<file path="config.mk">
export PLATFORM = sky130hd
export DESIGN_NAME = tcp_client_handshake_core
export DESIGN_NICKNAME = d
export VERILOG_FILES = /design/src/hw/rtl/tch_pkg.sv /design/src/hw/rtl/tch_in_reg.sv /design/src/hw/rtl/tch_engine.sv /design/src/hw/rtl/tch_out_reg.sv /design/src/hw/rtl/tcp_client_handshake_core.sv
export SDC_FILE = /design/constraint.sdc
export NUM_CORES = 1
export LEC_CHECK = 0
export BUFFER_PORTS_ARGS = -buffer_cell sky130_fd_sc_hd__buf_4
export CAP_MARGIN = 15
export CORE_MARGIN = 2
export CORE_UTILIZATION = 65
export CTS_BUF_LIST = sky130_fd_sc_hd__clkbuf_8
export DETAILED_ROUTE_END_ITERATION = 6
export HOLD_SLACK_MARGIN = 0.1
export PLACE_DENSITY = 0.88
export SLEW_MARGIN = 15
export SYNTH_ARGS = -nofsm -noshare
export SYNTH_HDL_FRONTEND = slang
export SYNTH_SLANG_ARGS = --single-unit
</file>
<file path="constraint.sdc">
create_clock -name clk -period 15.25 [get_ports clk]
set_input_delay 1.525 -clock clk [delete_from_list [all_inputs] [get_ports clk]]
set_output_delay 1.525 -clock clk [all_outputs]
set_load 0.02 [all_outputs]
</file>
<file path="src/hw/rtl/tch_pkg.sv">
`timescale 1ns / 1ps
`default_nettype none

package tch_pkg;

    // Request codes carried by req_type
    typedef enum logic [1:0] {
        REQ_CONNECT = 2'd0,
        REQ_SEGMENT = 2'd1,
        REQ_TICK    = 2'd2
    } req_code_t;

    // Status codes reported with every result word
    typedef enum logic [1:0] {
        STAT_NONE      = 2'd0,
        STAT_CONNECTED = 2'd1,
        STAT_TIMEOUT   = 2'd2,
        STAT_REJECTED  = 2'd3
    } status_t;

    localparam logic [7:0]  FLAG_SYN      = 8'h02;
    localparam logic [7:0]  FLAG_ACK      = 8'h10;
    localparam logic [31:0] ISN_MULT      = 32'd2654435761;
    localparam logic [15:0] PORT_START    = 16'd40000;
    localparam logic [15:0] PORT_LOW      = 16'd32768;
    localparam logic [15:0] PORT_HIGH     = 16'd60999;
    localparam logic [15:0] TIMEOUT_RESET = 16'd5000;
    localparam logic [15:0] MIN_HDR       = 16'd20;
    localparam logic [15:0] ELAPSED_MAX   = 16'hFFFF;

    typedef struct packed {
        logic [1:0]  req_type;
        logic [31:0] peer_ip;
        logic [15:0] remote_port;
        logic [31:0] now_ms;
        logic [31:0] rx_src_ip;
        logic [15:0] rx_src_port;
        logic [15:0] rx_dst_port;
        logic [7:0]  rx_flags;
        logic [31:0] rx_seq;
        logic [31:0] rx_ack;
        logic [3:0]  rx_data_offset;
        logic [15:0] rx_seg_len;
    } item_t;

    typedef struct packed {
        logic        send_valid;
        logic [31:0] send_dst_ip;
        logic [15:0] send_src_port;
        logic [15:0] send_dst_port;
        logic [31:0] send_seq;
        logic [31:0] send_ack;
        logic [7:0]  send_flags;
        status_t     status;
    } result_t;

    // Pipeline control between the stages
    typedef struct packed {
        logic valid;
        logic advance;
    } stage_ctl_t;

endpackage

`default_nettype wire

</file>
<file path="src/hw/rtl/tch_in_reg.sv">
`timescale 1ns / 1ps
`default_nettype none

module tch_in_reg (
    input  wire logic            clk,
    input  wire logic            rst_n,
    input  wire logic            in_valid,
    output logic                 in_ready,
    input  wire tch_pkg::item_t  in_item,
    input  wire logic            advance,
    output logic                 stage_valid,
    output tch_pkg::item_t       stage_item
);

    logic           valid_reg;
    logic           valid_next;
    tch_pkg::item_t item_reg;

    // accept when empty or when the held word moves on this cycle
    assign in_ready   = !valid_reg || advance;
    assign valid_next = in_valid ? 1'b1 : (valid_reg && !advance);

    always_ff @(posedge clk or negedge rst_n)
    begin
        if (!rst_n)
        begin
            valid_reg <= 1'b0;
        end
        else
        begin
            if (in_ready)
            begin
                valid_reg <= valid_next;
            end
        end
    end

    always_ff @(posedge clk)
    begin
        if (in_valid && in_ready)
        begin
            item_reg <= in_item;
        end
    end

    assign stage_valid = valid_reg;
    assign stage_item  = item_reg;

endmodule

`default_nettype wire

</file>
<file path="src/hw/rtl/tch_engine.sv">
`timescale 1ns / 1ps
`default_nettype none

module tch_engine (
    input  wire logic                clk,
    input  wire logic                rst_n,
    input  wire logic                cfg_wr_en,
    input  wire logic [15:0]         cfg_wr_data,
    input  wire tch_pkg::stage_ctl_t ctl,
    input  wire tch_pkg::item_t      item,
    output tch_pkg::result_t         result
);

    logic        process;
    logic [15:0] timeout_reg;
    logic        attempt_active_reg, attempt_active_next;
    logic [31:0] pending_peer_ip_reg, pending_peer_ip_next;
    logic [15:0] pending_remote_port_reg, pending_remote_port_next;
    logic [15:0] pending_local_port_reg, pending_local_port_next;
    logic [31:0] initial_seq_reg, initial_seq_next;
    logic [15:0] elapsed_ms_reg, elapsed_ms_next;
    logic [15:0] port_counter_reg, port_counter_next;

    logic [15:0] port_inc;
    logic [15:0] port_pick;
    logic [31:0] isn_prod;
    logic [31:0] isn;
    logic [31:0] isn_plus1;
    logic [15:0] hdr_len;
    logic        hdr_ok;
    logic        seg_match;
    logic [15:0] elapsed_inc;

    assign process = ctl.valid && ctl.advance;

    assign port_inc  = port_counter_reg + 16'd1;
    assign port_pick = (port_inc < tch_pkg::PORT_LOW || port_inc > tch_pkg::PORT_HIGH)
                       ? tch_pkg::PORT_LOW : port_inc;
    assign isn_prod  = item.now_ms * tch_pkg::ISN_MULT;
    assign isn       = isn_prod | 32'd1;
    assign isn_plus1 = initial_seq_reg + 32'd1;

    assign hdr_len = {10'd0, item.rx_data_offset, 2'b00};
    assign hdr_ok  = (item.rx_seg_len >= tch_pkg::MIN_HDR) && (hdr_len >= tch_pkg::MIN_HDR)
                     && (hdr_len <= item.rx_seg_len);

    assign seg_match = attempt_active_reg
                       && (pending_local_port_reg == item.rx_dst_port)
                       && (pending_remote_port_reg == item.rx_src_port)
                       && (pending_peer_ip_reg == item.rx_src_ip)
                       && ((item.rx_flags & (tch_pkg::FLAG_SYN | tch_pkg::FLAG_ACK))
                           == (tch_pkg::FLAG_SYN | tch_pkg::FLAG_ACK))
                       && (item.rx_ack == isn_plus1);

    assign elapsed_inc = (elapsed_ms_reg == tch_pkg::ELAPSED_MAX)
                         ? elapsed_ms_reg : elapsed_ms_reg + 16'd1;

    always_comb
    begin
        attempt_active_next      = attempt_active_reg;
        pending_peer_ip_next     = pending_peer_ip_reg;
        pending_remote_port_next = pending_remote_port_reg;
        pending_local_port_next  = pending_local_port_reg;
        initial_seq_next         = initial_seq_reg;
        elapsed_ms_next          = elapsed_ms_reg;
        port_counter_next        = port_counter_reg;
        result                   = '0;
        result.status            = tch_pkg::STAT_NONE;

        case (item.req_type)
            tch_pkg::REQ_CONNECT:
            begin
                if (item.remote_port == 16'd0)
                begin
                    result.status = tch_pkg::STAT_REJECTED;
                end
                else
                begin
                    port_counter_next        = port_pick;
                    attempt_active_next      = 1'b1;
                    pending_peer_ip_next     = item.peer_ip;
                    pending_remote_port_next = item.remote_port;
                    pending_local_port_next  = port_pick;
                    initial_seq_next         = isn;
                    elapsed_ms_next          = 16'd0;
                    result.send_valid        = 1'b1;
                    result.send_dst_ip       = item.peer_ip;
                    result.send_src_port     = port_pick;
                    result.send_dst_port     = item.remote_port;
                    result.send_seq          = isn;
                    result.send_flags        = tch_pkg::FLAG_SYN;
                end
            end
            tch_pkg::REQ_SEGMENT:
            begin
                if (hdr_ok && seg_match)
                begin
                    result.send_valid        = 1'b1;
                    result.send_dst_ip       = pending_peer_ip_reg;
                    result.send_src_port     = pending_local_port_reg;
                    result.send_dst_port     = pending_remote_port_reg;
                    result.send_seq          = isn_plus1;
                    result.send_ack          = item.rx_seq + 32'd1;
                    result.send_flags        = tch_pkg::FLAG_ACK;
                    result.status            = tch_pkg::STAT_CONNECTED;
                    attempt_active_next      = 1'b0;
                    pending_peer_ip_next     = 32'd0;
                    pending_remote_port_next = 16'd0;
                    pending_local_port_next  = 16'd0;
                    initial_seq_next         = 32'd0;
                    elapsed_ms_next          = 16'd0;
                end
            end
            tch_pkg::REQ_TICK:
            begin
                if (attempt_active_reg)
                begin
                    elapsed_ms_next = elapsed_inc;
                    if (elapsed_inc >= timeout_reg)
                    begin
                        result.status            = tch_pkg::STAT_TIMEOUT;
                        attempt_active_next      = 1'b0;
                        pending_peer_ip_next     = 32'd0;
                        pending_remote_port_next = 16'd0;
                        pending_local_port_next  = 16'd0;
                        initial_seq_next         = 32'd0;
                        elapsed_ms_next          = 16'd0;
                    end
                end
            end
            default:
            begin
                result.status = tch_pkg::STAT_NONE;
            end
        endcase
    end

    always_ff @(posedge clk or negedge rst_n)
    begin
        if (!rst_n)
        begin
            timeout_reg             <= tch_pkg::TIMEOUT_RESET;
            attempt_active_reg      <= 1'b0;
            pending_peer_ip_reg     <= 32'd0;
            pending_remote_port_reg <= 16'd0;
            pending_local_port_reg  <= 16'd0;
            initial_seq_reg         <= 32'd0;
            elapsed_ms_reg          <= 16'd0;
            port_counter_reg        <= tch_pkg::PORT_START;
        end
        else
        begin
            if (cfg_wr_en)
            begin
                timeout_reg <= cfg_wr_data;
            end
            if (process)
            begin
                attempt_active_reg      <= attempt_active_next;
                pending_peer_ip_reg     <= pending_peer_ip_next;
                pending_remote_port_reg <= pending_remote_port_next;
                pending_local_port_reg  <= pending_local_port_next;
                initial_seq_reg         <= initial_seq_next;
                elapsed_ms_reg          <= elapsed_ms_next;
                port_counter_reg        <= port_counter_next;
            end
        end
    end

`ifndef NO_ASSERTIONS
    a_connect_clears : assert property (@(posedge clk) disable iff (!rst_n)
        (process && result.status == tch_pkg::STAT_CONNECTED) |=> !attempt_active_reg)
        else $error("attempt still active after connection");
    a_port_range : assert property (@(posedge clk) disable iff (!rst_n)
        attempt_active_reg |-> (pending_local_port_reg >= tch_pkg::PORT_LOW
                                && pending_local_port_reg <= tch_pkg::PORT_HIGH))
        else $error("pending local port out of ephemeral range");
    a_isn_odd : assert property (@(posedge clk) disable iff (!rst_n)
        attempt_active_reg |-> initial_seq_reg[0])
        else $error("pending ISN is even");
    a_idle_state_zero : assert property (@(posedge clk) disable iff (!rst_n)
        !attempt_active_reg |-> (initial_seq_reg == 32'd0 && elapsed_ms_reg == 16'd0))
        else $error("attempt fields not cleared while idle");
`endif

endmodule

`default_nettype wire

</file>
<file path="src/hw/rtl/tch_out_reg.sv">
`timescale 1ns / 1ps
`default_nettype none

module tch_out_reg (
    input  wire logic             clk,
    input  wire logic             rst_n,
    input  wire logic             load_valid,
    input  wire tch_pkg::result_t load_result,
    output logic                  load_ok,
    output logic                  out_valid,
    input  wire logic             out_ready,
    output tch_pkg::result_t      out_result
);

    logic             valid_reg;
    tch_pkg::result_t result_reg;

    // load when empty or when the held word drains this cycle
    assign load_ok = !valid_reg || out_ready;

    always_ff @(posedge clk or negedge rst_n)
    begin
        if (!rst_n)
        begin
            valid_reg <= 1'b0;
        end
        else
        begin
            if (load_ok)
            begin
                valid_reg <= load_valid;
            end
        end
    end

    always_ff @(posedge clk)
    begin
        if (load_ok && load_valid)
        begin
            result_reg <= load_result;
        end
    end

    assign out_valid  = valid_reg;
    assign out_result = result_reg;

endmodule

`default_nettype wire

</file>
<file path="src/hw/rtl/tcp_client_handshake_core.sv">
`timescale 1ns / 1ps
`default_nettype none

// Client side of a TCP three-way handshake, one attempt at a time. Each input word
// (connect request, received segment header or millisecond tick) yields exactly one
// result word: a SYN on connect, the final ACK with status connected on a matching
// SYN+ACK, status timed out once the attempt ages to timeout_ms ticks, status
// rejected for a zero peer port, and otherwise an all-zero word with status nothing.
// One word is taken per clock cycle unless a full result register is held by a low
// out_ready; a word passes an input register, compare logic plus the ISN multiply,
// and the result register, from which its result is offered. Both registers hold
// while a full result register sees out_ready low; in_ready stays high as long as either has room.
// timeout_ms resets to 5000; the user must write it through cfg_wr_en/cfg_wr_data
// only while no word is in flight, as the block itself does not enforce this.

module tcp_client_handshake_core (
    input  wire logic        clk,
    input  wire logic        rst_n,

    input  wire logic        cfg_wr_en,
    input  wire logic [15:0] cfg_wr_data,

    input  wire logic        in_valid,
    output logic             in_ready,
    input  wire logic [1:0]  req_type,
    input  wire logic [31:0] peer_ip,
    input  wire logic [15:0] remote_port,
    input  wire logic [31:0] now_ms,
    input  wire logic [31:0] rx_src_ip,
    input  wire logic [15:0] rx_src_port,
    input  wire logic [15:0] rx_dst_port,
    input  wire logic [7:0]  rx_flags,
    input  wire logic [31:0] rx_seq,
    input  wire logic [31:0] rx_ack,
    input  wire logic [3:0]  rx_data_offset,
    input  wire logic [15:0] rx_seg_len,

    output logic             out_valid,
    input  wire logic        out_ready,
    output logic             send_valid,
    output logic [31:0]      send_dst_ip,
    output logic [15:0]      send_src_port,
    output logic [15:0]      send_dst_port,
    output logic [31:0]      send_seq,
    output logic [31:0]      send_ack,
    output logic [7:0]       send_flags,
    output logic [1:0]       status
);

    tch_pkg::item_t      in_item;
    tch_pkg::item_t      stage_item;
    tch_pkg::stage_ctl_t ctl;
    tch_pkg::result_t    comb_result;
    tch_pkg::result_t    out_result;
    logic                stage_valid;
    logic                load_ok;

    // gather the input fields into one word
    assign in_item.req_type       = req_type;
    assign in_item.peer_ip        = peer_ip;
    assign in_item.remote_port    = remote_port;
    assign in_item.now_ms         = now_ms;
    assign in_item.rx_src_ip      = rx_src_ip;
    assign in_item.rx_src_port    = rx_src_port;
    assign in_item.rx_dst_port    = rx_dst_port;
    assign in_item.rx_flags       = rx_flags;
    assign in_item.rx_seq         = rx_seq;
    assign in_item.rx_ack         = rx_ack;
    assign in_item.rx_data_offset = rx_data_offset;
    assign in_item.rx_seg_len     = rx_seg_len;

    tch_in_reg u_in_reg (
        .clk         (clk),
        .rst_n       (rst_n),
        .in_valid    (in_valid),
        .in_ready    (in_ready),
        .in_item     (in_item),
        .advance     (load_ok),
        .stage_valid (stage_valid),
        .stage_item  (stage_item)
    );

    // advance the held word whenever the result register can take its result
    assign ctl.valid   = stage_valid;
    assign ctl.advance = load_ok;

    tch_engine u_engine (
        .clk         (clk),
        .rst_n       (rst_n),
        .cfg_wr_en   (cfg_wr_en),
        .cfg_wr_data (cfg_wr_data),
        .ctl         (ctl),
        .item        (stage_item),
        .result      (comb_result)
    );

    tch_out_reg u_out_reg (
        .clk         (clk),
        .rst_n       (rst_n),
        .load_valid  (stage_valid),
        .load_result (comb_result),
        .load_ok     (load_ok),
        .out_valid   (out_valid),
        .out_ready   (out_ready),
        .out_result  (out_result)
    );

    // split the result word back onto the output ports
    assign send_valid    = out_result.send_valid;
    assign send_dst_ip   = out_result.send_dst_ip;
    assign send_src_port = out_result.send_src_port;
    assign send_dst_port = out_result.send_dst_port;
    assign send_seq      = out_result.send_seq;
    assign send_ack      = out_result.send_ack;
    assign send_flags    = out_result.send_flags;
    assign status        = out_result.status;

endmodule

`default_nettype wire

</file>
# After elaboration in Yosys (flattened, before gate mapping)
# Cells that the tools add are included.
[word_totals] word_cells=114 register_bits=521 output_inout_bits=141
[classes] addsub=4 order_cmp=6 eq_ne=12 mul=1 n_reduce_logical=25 n_bitwise=1 mux=35
[ops] op="$pmux W97 S2" count=1
[ops] op="$pmux W32 S3" count=2
[ops] op="$mux W16" count=10
[ops] op="$mux W32" count=5
[ops] op="$pmux W16 S3" count=3
[ops] op="$mux W139" count=1
[ops] op="$mux W97" count=1
[ops] op="$add A32 B1 Y32 const B" count=2
[ops] op="$eq A32 B32 Y1" count=2
[ops] op="$add A16 B1 Y16 const B" count=2
[ops] op="$eq A16 B16 Y1" count=2
[ops] op="$mul A32 B32 Y32 const B" count=1
[ops] op="$eq A16 B16 Y1 const B" count=1
[ops] op="$ge A16 B16 Y1" count=1
[ops] op="$ge A16 B5 Y1 const B" count=1
[ops] op="$gt A16 B16 Y1 const B" count=1
[ops] op="$le A6 B16 Y1" count=1
[ops] op="$logic_not A16 Y1" count=1
[ops] op="$lt A16 B16 Y1 const B" count=1
[ops] op="$pmux W8 S2" count=1
[ops] op="$logic_and A1 B1 Y1" count=11
[ops] op="$mux W2" count=4
[ops] op="$ge A6 B5 Y1 const B" count=1
[ops] op="$ne A2 B1 Y1 const B" count=3
[ops] op="other kinds (16)" count=25

# Depth between registers and ports, before layout
[depth] depth_word=9 depth_mapped=27

# Modules after synthesis
# A second synthesis with hierarchy kept.
[unflattened] cells_unflattened=2814 hier_area_um2=32638.8
[by_module_without_submodules] module="tch_engine" cells_each=2429 seq_area_each_um2=3616.0 area_each_um2=21210.3 instances=1
[by_module_without_submodules] module="tch_in_reg" cells_each=242 seq_area_each_um2=7171.9 area_each_um2=7200.7 instances=1
[by_module_without_submodules] module="tch_out_reg" cells_each=143 seq_area_each_um2=4199.0 area_each_um2=4227.8 instances=1

# Worst setup path after synthesis
# OpenSTA, ideal clock, no wires.
[synth_timing] path_type="input-to-reg" from="in out_ready" to="reg u_in_reg.item_reg, in the netlist u_in_reg.stage_item[0], enable pin" setup_ps=621 stages=2 setup_slack_ps=7532 t_arrival_ps=7097 t_required_ps=14629 path_buffers=0 cell_sequence="nand3b_1 > and2_1"
[synth_via] elab_chain_cells=3
[synth_rtl] element="start, declared" line="tcp_client_handshake_core.sv:39" rtl="input wire logic out_ready,"
[synth_rtl] element="$logic_or A1 B1 Y1" line="tch_out_reg.sv:19" rtl="assign load_ok = !valid_reg || out_ready;"
[synth_rtl] element="$logic_or A1 B1 Y1" line="tch_in_reg.sv:20" rtl="assign in_ready = !valid_reg || advance;"
[synth_rtl] element="$logic_and A1 B1 Y1" line="tch_in_reg.sv:40" rtl="if (in_valid && in_ready)"
[synth_rtl] element="end signal, assigned" line="tch_in_reg.sv:42" rtl="item_reg <= in_item;"
[synth_rtl] element="end, declared" line="tch_in_reg.sv:17" rtl="tch_pkg::item_t item_reg;"
# Every way passes these cells.
# A chain may end at the register's enable or synchronous reset.

==> impl_metrics.tcl <==
set metrics [dict create \
    status "complete, no violations" \
    antenna_found_initial 2 \
    synth_top_family_by_area "adder cells" \
    gp_congestion 0.951 \
    cp.required_ns 15.68 \
    drt-initial-drc-count 2050 \
    dp_cells 3577 \
    cts_buffers 85 \
    port_buffers 387 \
    synth-compound-area-share 0.0847 \
    yosysSeqAreaShare 0.469 \
    synthCells 2658 \
    routed.top_layer "met4" \
    fillers 2963 \
    wl_met2_um 40100 \
    ctsHoldBuffers 0 \
    fp-row-count 80 \
    cts.sinks 512 \
    worst_pin_slew_ns 1.09 \
    postCtsSetupRepairBufs 0 \
    cts_resized 0 \
    worstSetupStartpointType "flop" \
    crit_path_max_fanout 10 \
    hp-class "flop to flop" \
    max_cap_violations 0 \
    max_slew_margin 0.275 \
    wirelength_um 81200 \
    hold_violations 0 \
    endpoint_kind "flop" \
    ios 400 \
    fmax_ghz 0.117 \
    coreArea_sq_um 47500 \
    detail_route.drc_violations 0 \
    post_synth_num_cell_types 86 \
    finalNonFillerCells 3734 \
    grt_max_degree 106 \
    synth.area.mux_share 0.00268 \
    gr-usage-all-layers 0.331 \
    synth-simple-area-share 0.0983 \
    clkLatencyLatePin_ns 0.70 \
    met1_length_um 31200 \
    dp_hpwl_um 59600 \
    holdWs_ns 0.495 \
    nets 3728 \
    drt-wirelength-per-cell_um 21.7 \
    final.min_clock_period_ns 8.53 \
    syn-cell-area_sq_um 31200 \
    yosysWarnings 0 \
    vias 21854 \
    slew_viol_final 0 \
    fin_crit_sh 0.559 \
    design_area_sq_um 36400 \
    worstPathArrival_ns 8.97 \
    ant_nets 0 \
    grt_pass1_wl_um 125000 \
    clock_path_buffers 3 \
    vias_per_cell 5.85 \
    drive_above_1_share 0.185 \
    grt_overflow 0 \
    area_growth_pct 16.4 \
    synthFlopType "edfxtp_1" \
    path_class "flop to flop" \
    finClkSkew_ns 0.0467 \
    clockRootBuffer "clkbuf_8" \
    rsz0062_at_grt "false" \
    syn_area_per_cell_sq_um 11.8 \
    tritoncts "yes" \
    synthAdderAreaFrac 0.217 \
    die_area_sq_um 49800 \
    grt_pass1_vias 22845 \
    h-tree-depth 3 \
    ys_async_sr_fraction 0.287 \
    post_dp_cell_area_sq_um 34600 \
    path_clk_slew_ns 0.06 \
    tns_ns 0 \
    synth_edf_count 365 \
    die_h_um 223 \
    initial_utilization 0.657 \
    drt_first_pass_iters 6 \
    synthXorXnorAreaFrac 0.0657 \
    largest_register_ffs 232 \
    synth_seq_cells 512 \
    die_w_um 223 \
    setup_viol_count_final 0 \
    met3_wirelength_um 5950 \
]
[layout make-up]
cell class | instances | area, sq um | share of cell area
well taps | 615 | 769 | 0.0212
repair buffers | 401 | 3010 | 0.0829
clock inverters | 54 | 352 | 0.00967
inverters | 399 | 1500 | 0.0413
multi-input cells | 1650 | 14700 | 0.404
flip-flops and latches | 512 | 14700 | 0.403
clock buffers | 102 | 1400 | 0.0386
diodes | 1 | 2.50 | 0.0000688
[synthesized netlist by cell type (5+ instances only)]
master | number | area [sq um]
dfstp_2 | 10 | 263
a22o_1 | 52 | 455
o31ai_2 | 19 | 238
xor2_1 | 115 | 1010
and3_1 | 20 | 125
a21o_1 | 15 | 113
a21oi_1 | 28 | 140
and2_1 | 10 | 62.6
o22ai_1 | 21 | 131
nor4_1 | 33 | 206
or2_2 | 6 | 37.5
o21ai_0 | 125 | 626
nand4_1 | 29 | 181
fa_1 | 204 | 4080
nand2_1 | 212 | 796
o21ai_1 | 11 | 55.1
xnor2_1 | 114 | 998
edfxtp_1 | 365 | 11000
buf_4 | 11 | 82.6
dfrtp_1 | 137 | 3430
and4_1 | 14 | 123
nor2_1 | 91 | 342
nor3_1 | 23 | 115
nand2b_1 | 75 | 469
a31oi_1 | 8 | 50.1
ha_1 | 216 | 2700
a211oi_1 | 6 | 45.0
inv_1 | 398 | 1490
buf_2 | 23 | 115
nand3_1 | 54 | 270
o31ai_1 | 38 | 285
clkbuf_1 | 65 | 244
nor2b_1 | 11 | 68.8
mux2i_1 | 5 | 50.1
[through the flow]
step	utilization	setup slack [ns]
after floorplan	-	7.53
after global placement	0.728	6.76
after detailed placement	0.728	6.71
after CTS	0.765	6.72
after global routing	0.765	6.33
final	0.765	6.72
[critical path, cell delays in order, from the launching register on]
cell	delay [ns]
edfxtp_1	0.76
inv_1	0.34
fa_1	0.72
inv_1	0.09
fa_1	0.43
fa_1	0.54
inv_1	0.05
fa_1	0.52
inv_1	0.05
fa_1	0.45
ha_1	0.33
fa_1	0.53
inv_1	0.05
fa_1	0.56
inv_1	0.05
ha_1	0.35
and3_1	0.18
a221oi_1	0.40
a2bb2oi_1	0.29
a21oi_1	0.12
o22ai_1	0.26
o21ai_0	0.21
and4_1	0.24
a2111oi_0	0.44
xnor2_1	0.22
o22ai_1	0.11
[cell usage in the layout (no fill, tap or decap), drive strengths merged, types with 20 or more instances in the layout]
cell type / Yosys / routed
xor2: 115 / 115
buf: 37 / 401
nor2: 92 / 92
nand2: 212 / 212
inv: 399 / 428
xnor2: 114 / 114
ha: 216 / 216
and3: 20 / 20
o31ai: 57 / 57
a21oi: 28 / 28
nor3: 24 / 24
nand3: 54 / 54
nand4: 31 / 31
o22ai: 21 / 21
dfrtp: 137 / 137
nand2b: 75 / 75
clkbuf: 65 / 102
fa: 204 / 204
nor4: 36 / 36
o21ai: 136 / 136
edfxtp: 365 / 365
a22o: 52 / 52
[metal layers]
| layer | GRT usage | vias up |
|---|---|---|
| li1 | - | 9860 |
| met5 | 0 | - |
| met3 | 0.0612 | 238 |
| met1 | 0.425 | 10737 |
| met4 | 0.152 | 0 |
| met2 | 0.553 | 1019 |
[kinds of logic after synthesis]
logic type / Yosys count
buffers and inverters: 501
other: 1
AO/OA/AOI/OAI: 378
multiplexers: 8
adder cells (fa/ha/maj): 420
XOR/XNOR: 231
flip-flops: 512
AND/OR/NAND/NOR: 607
[path summary, 6_finish.rpt]
kind                       slack, ns  cells past startpoint                        start                                   to
max reg2reg                     6.72                     25     u_in_reg.stage_item[159]             u_out_reg.out_result[73]
max in group asynchronous      12.83                      2                        rst_n        u_engine.port_counter_reg[14]
min                             0.49                      1  u_engine.elapsed_ms_reg[11]          u_engine.elapsed_ms_reg[11]
min reg2reg                     0.49                      1  u_engine.elapsed_ms_reg[11]          u_engine.elapsed_ms_reg[11]
min in group asynchronous       0.89                      1                        rst_n  u_engine.pending_remote_port_reg[0]
max                             6.72                     25     u_in_reg.stage_item[159]             u_out_reg.out_result[73]
Power is not shown: default switching activity piles up to over one toggle a cycle in this logic, so the estimate is an artifact.
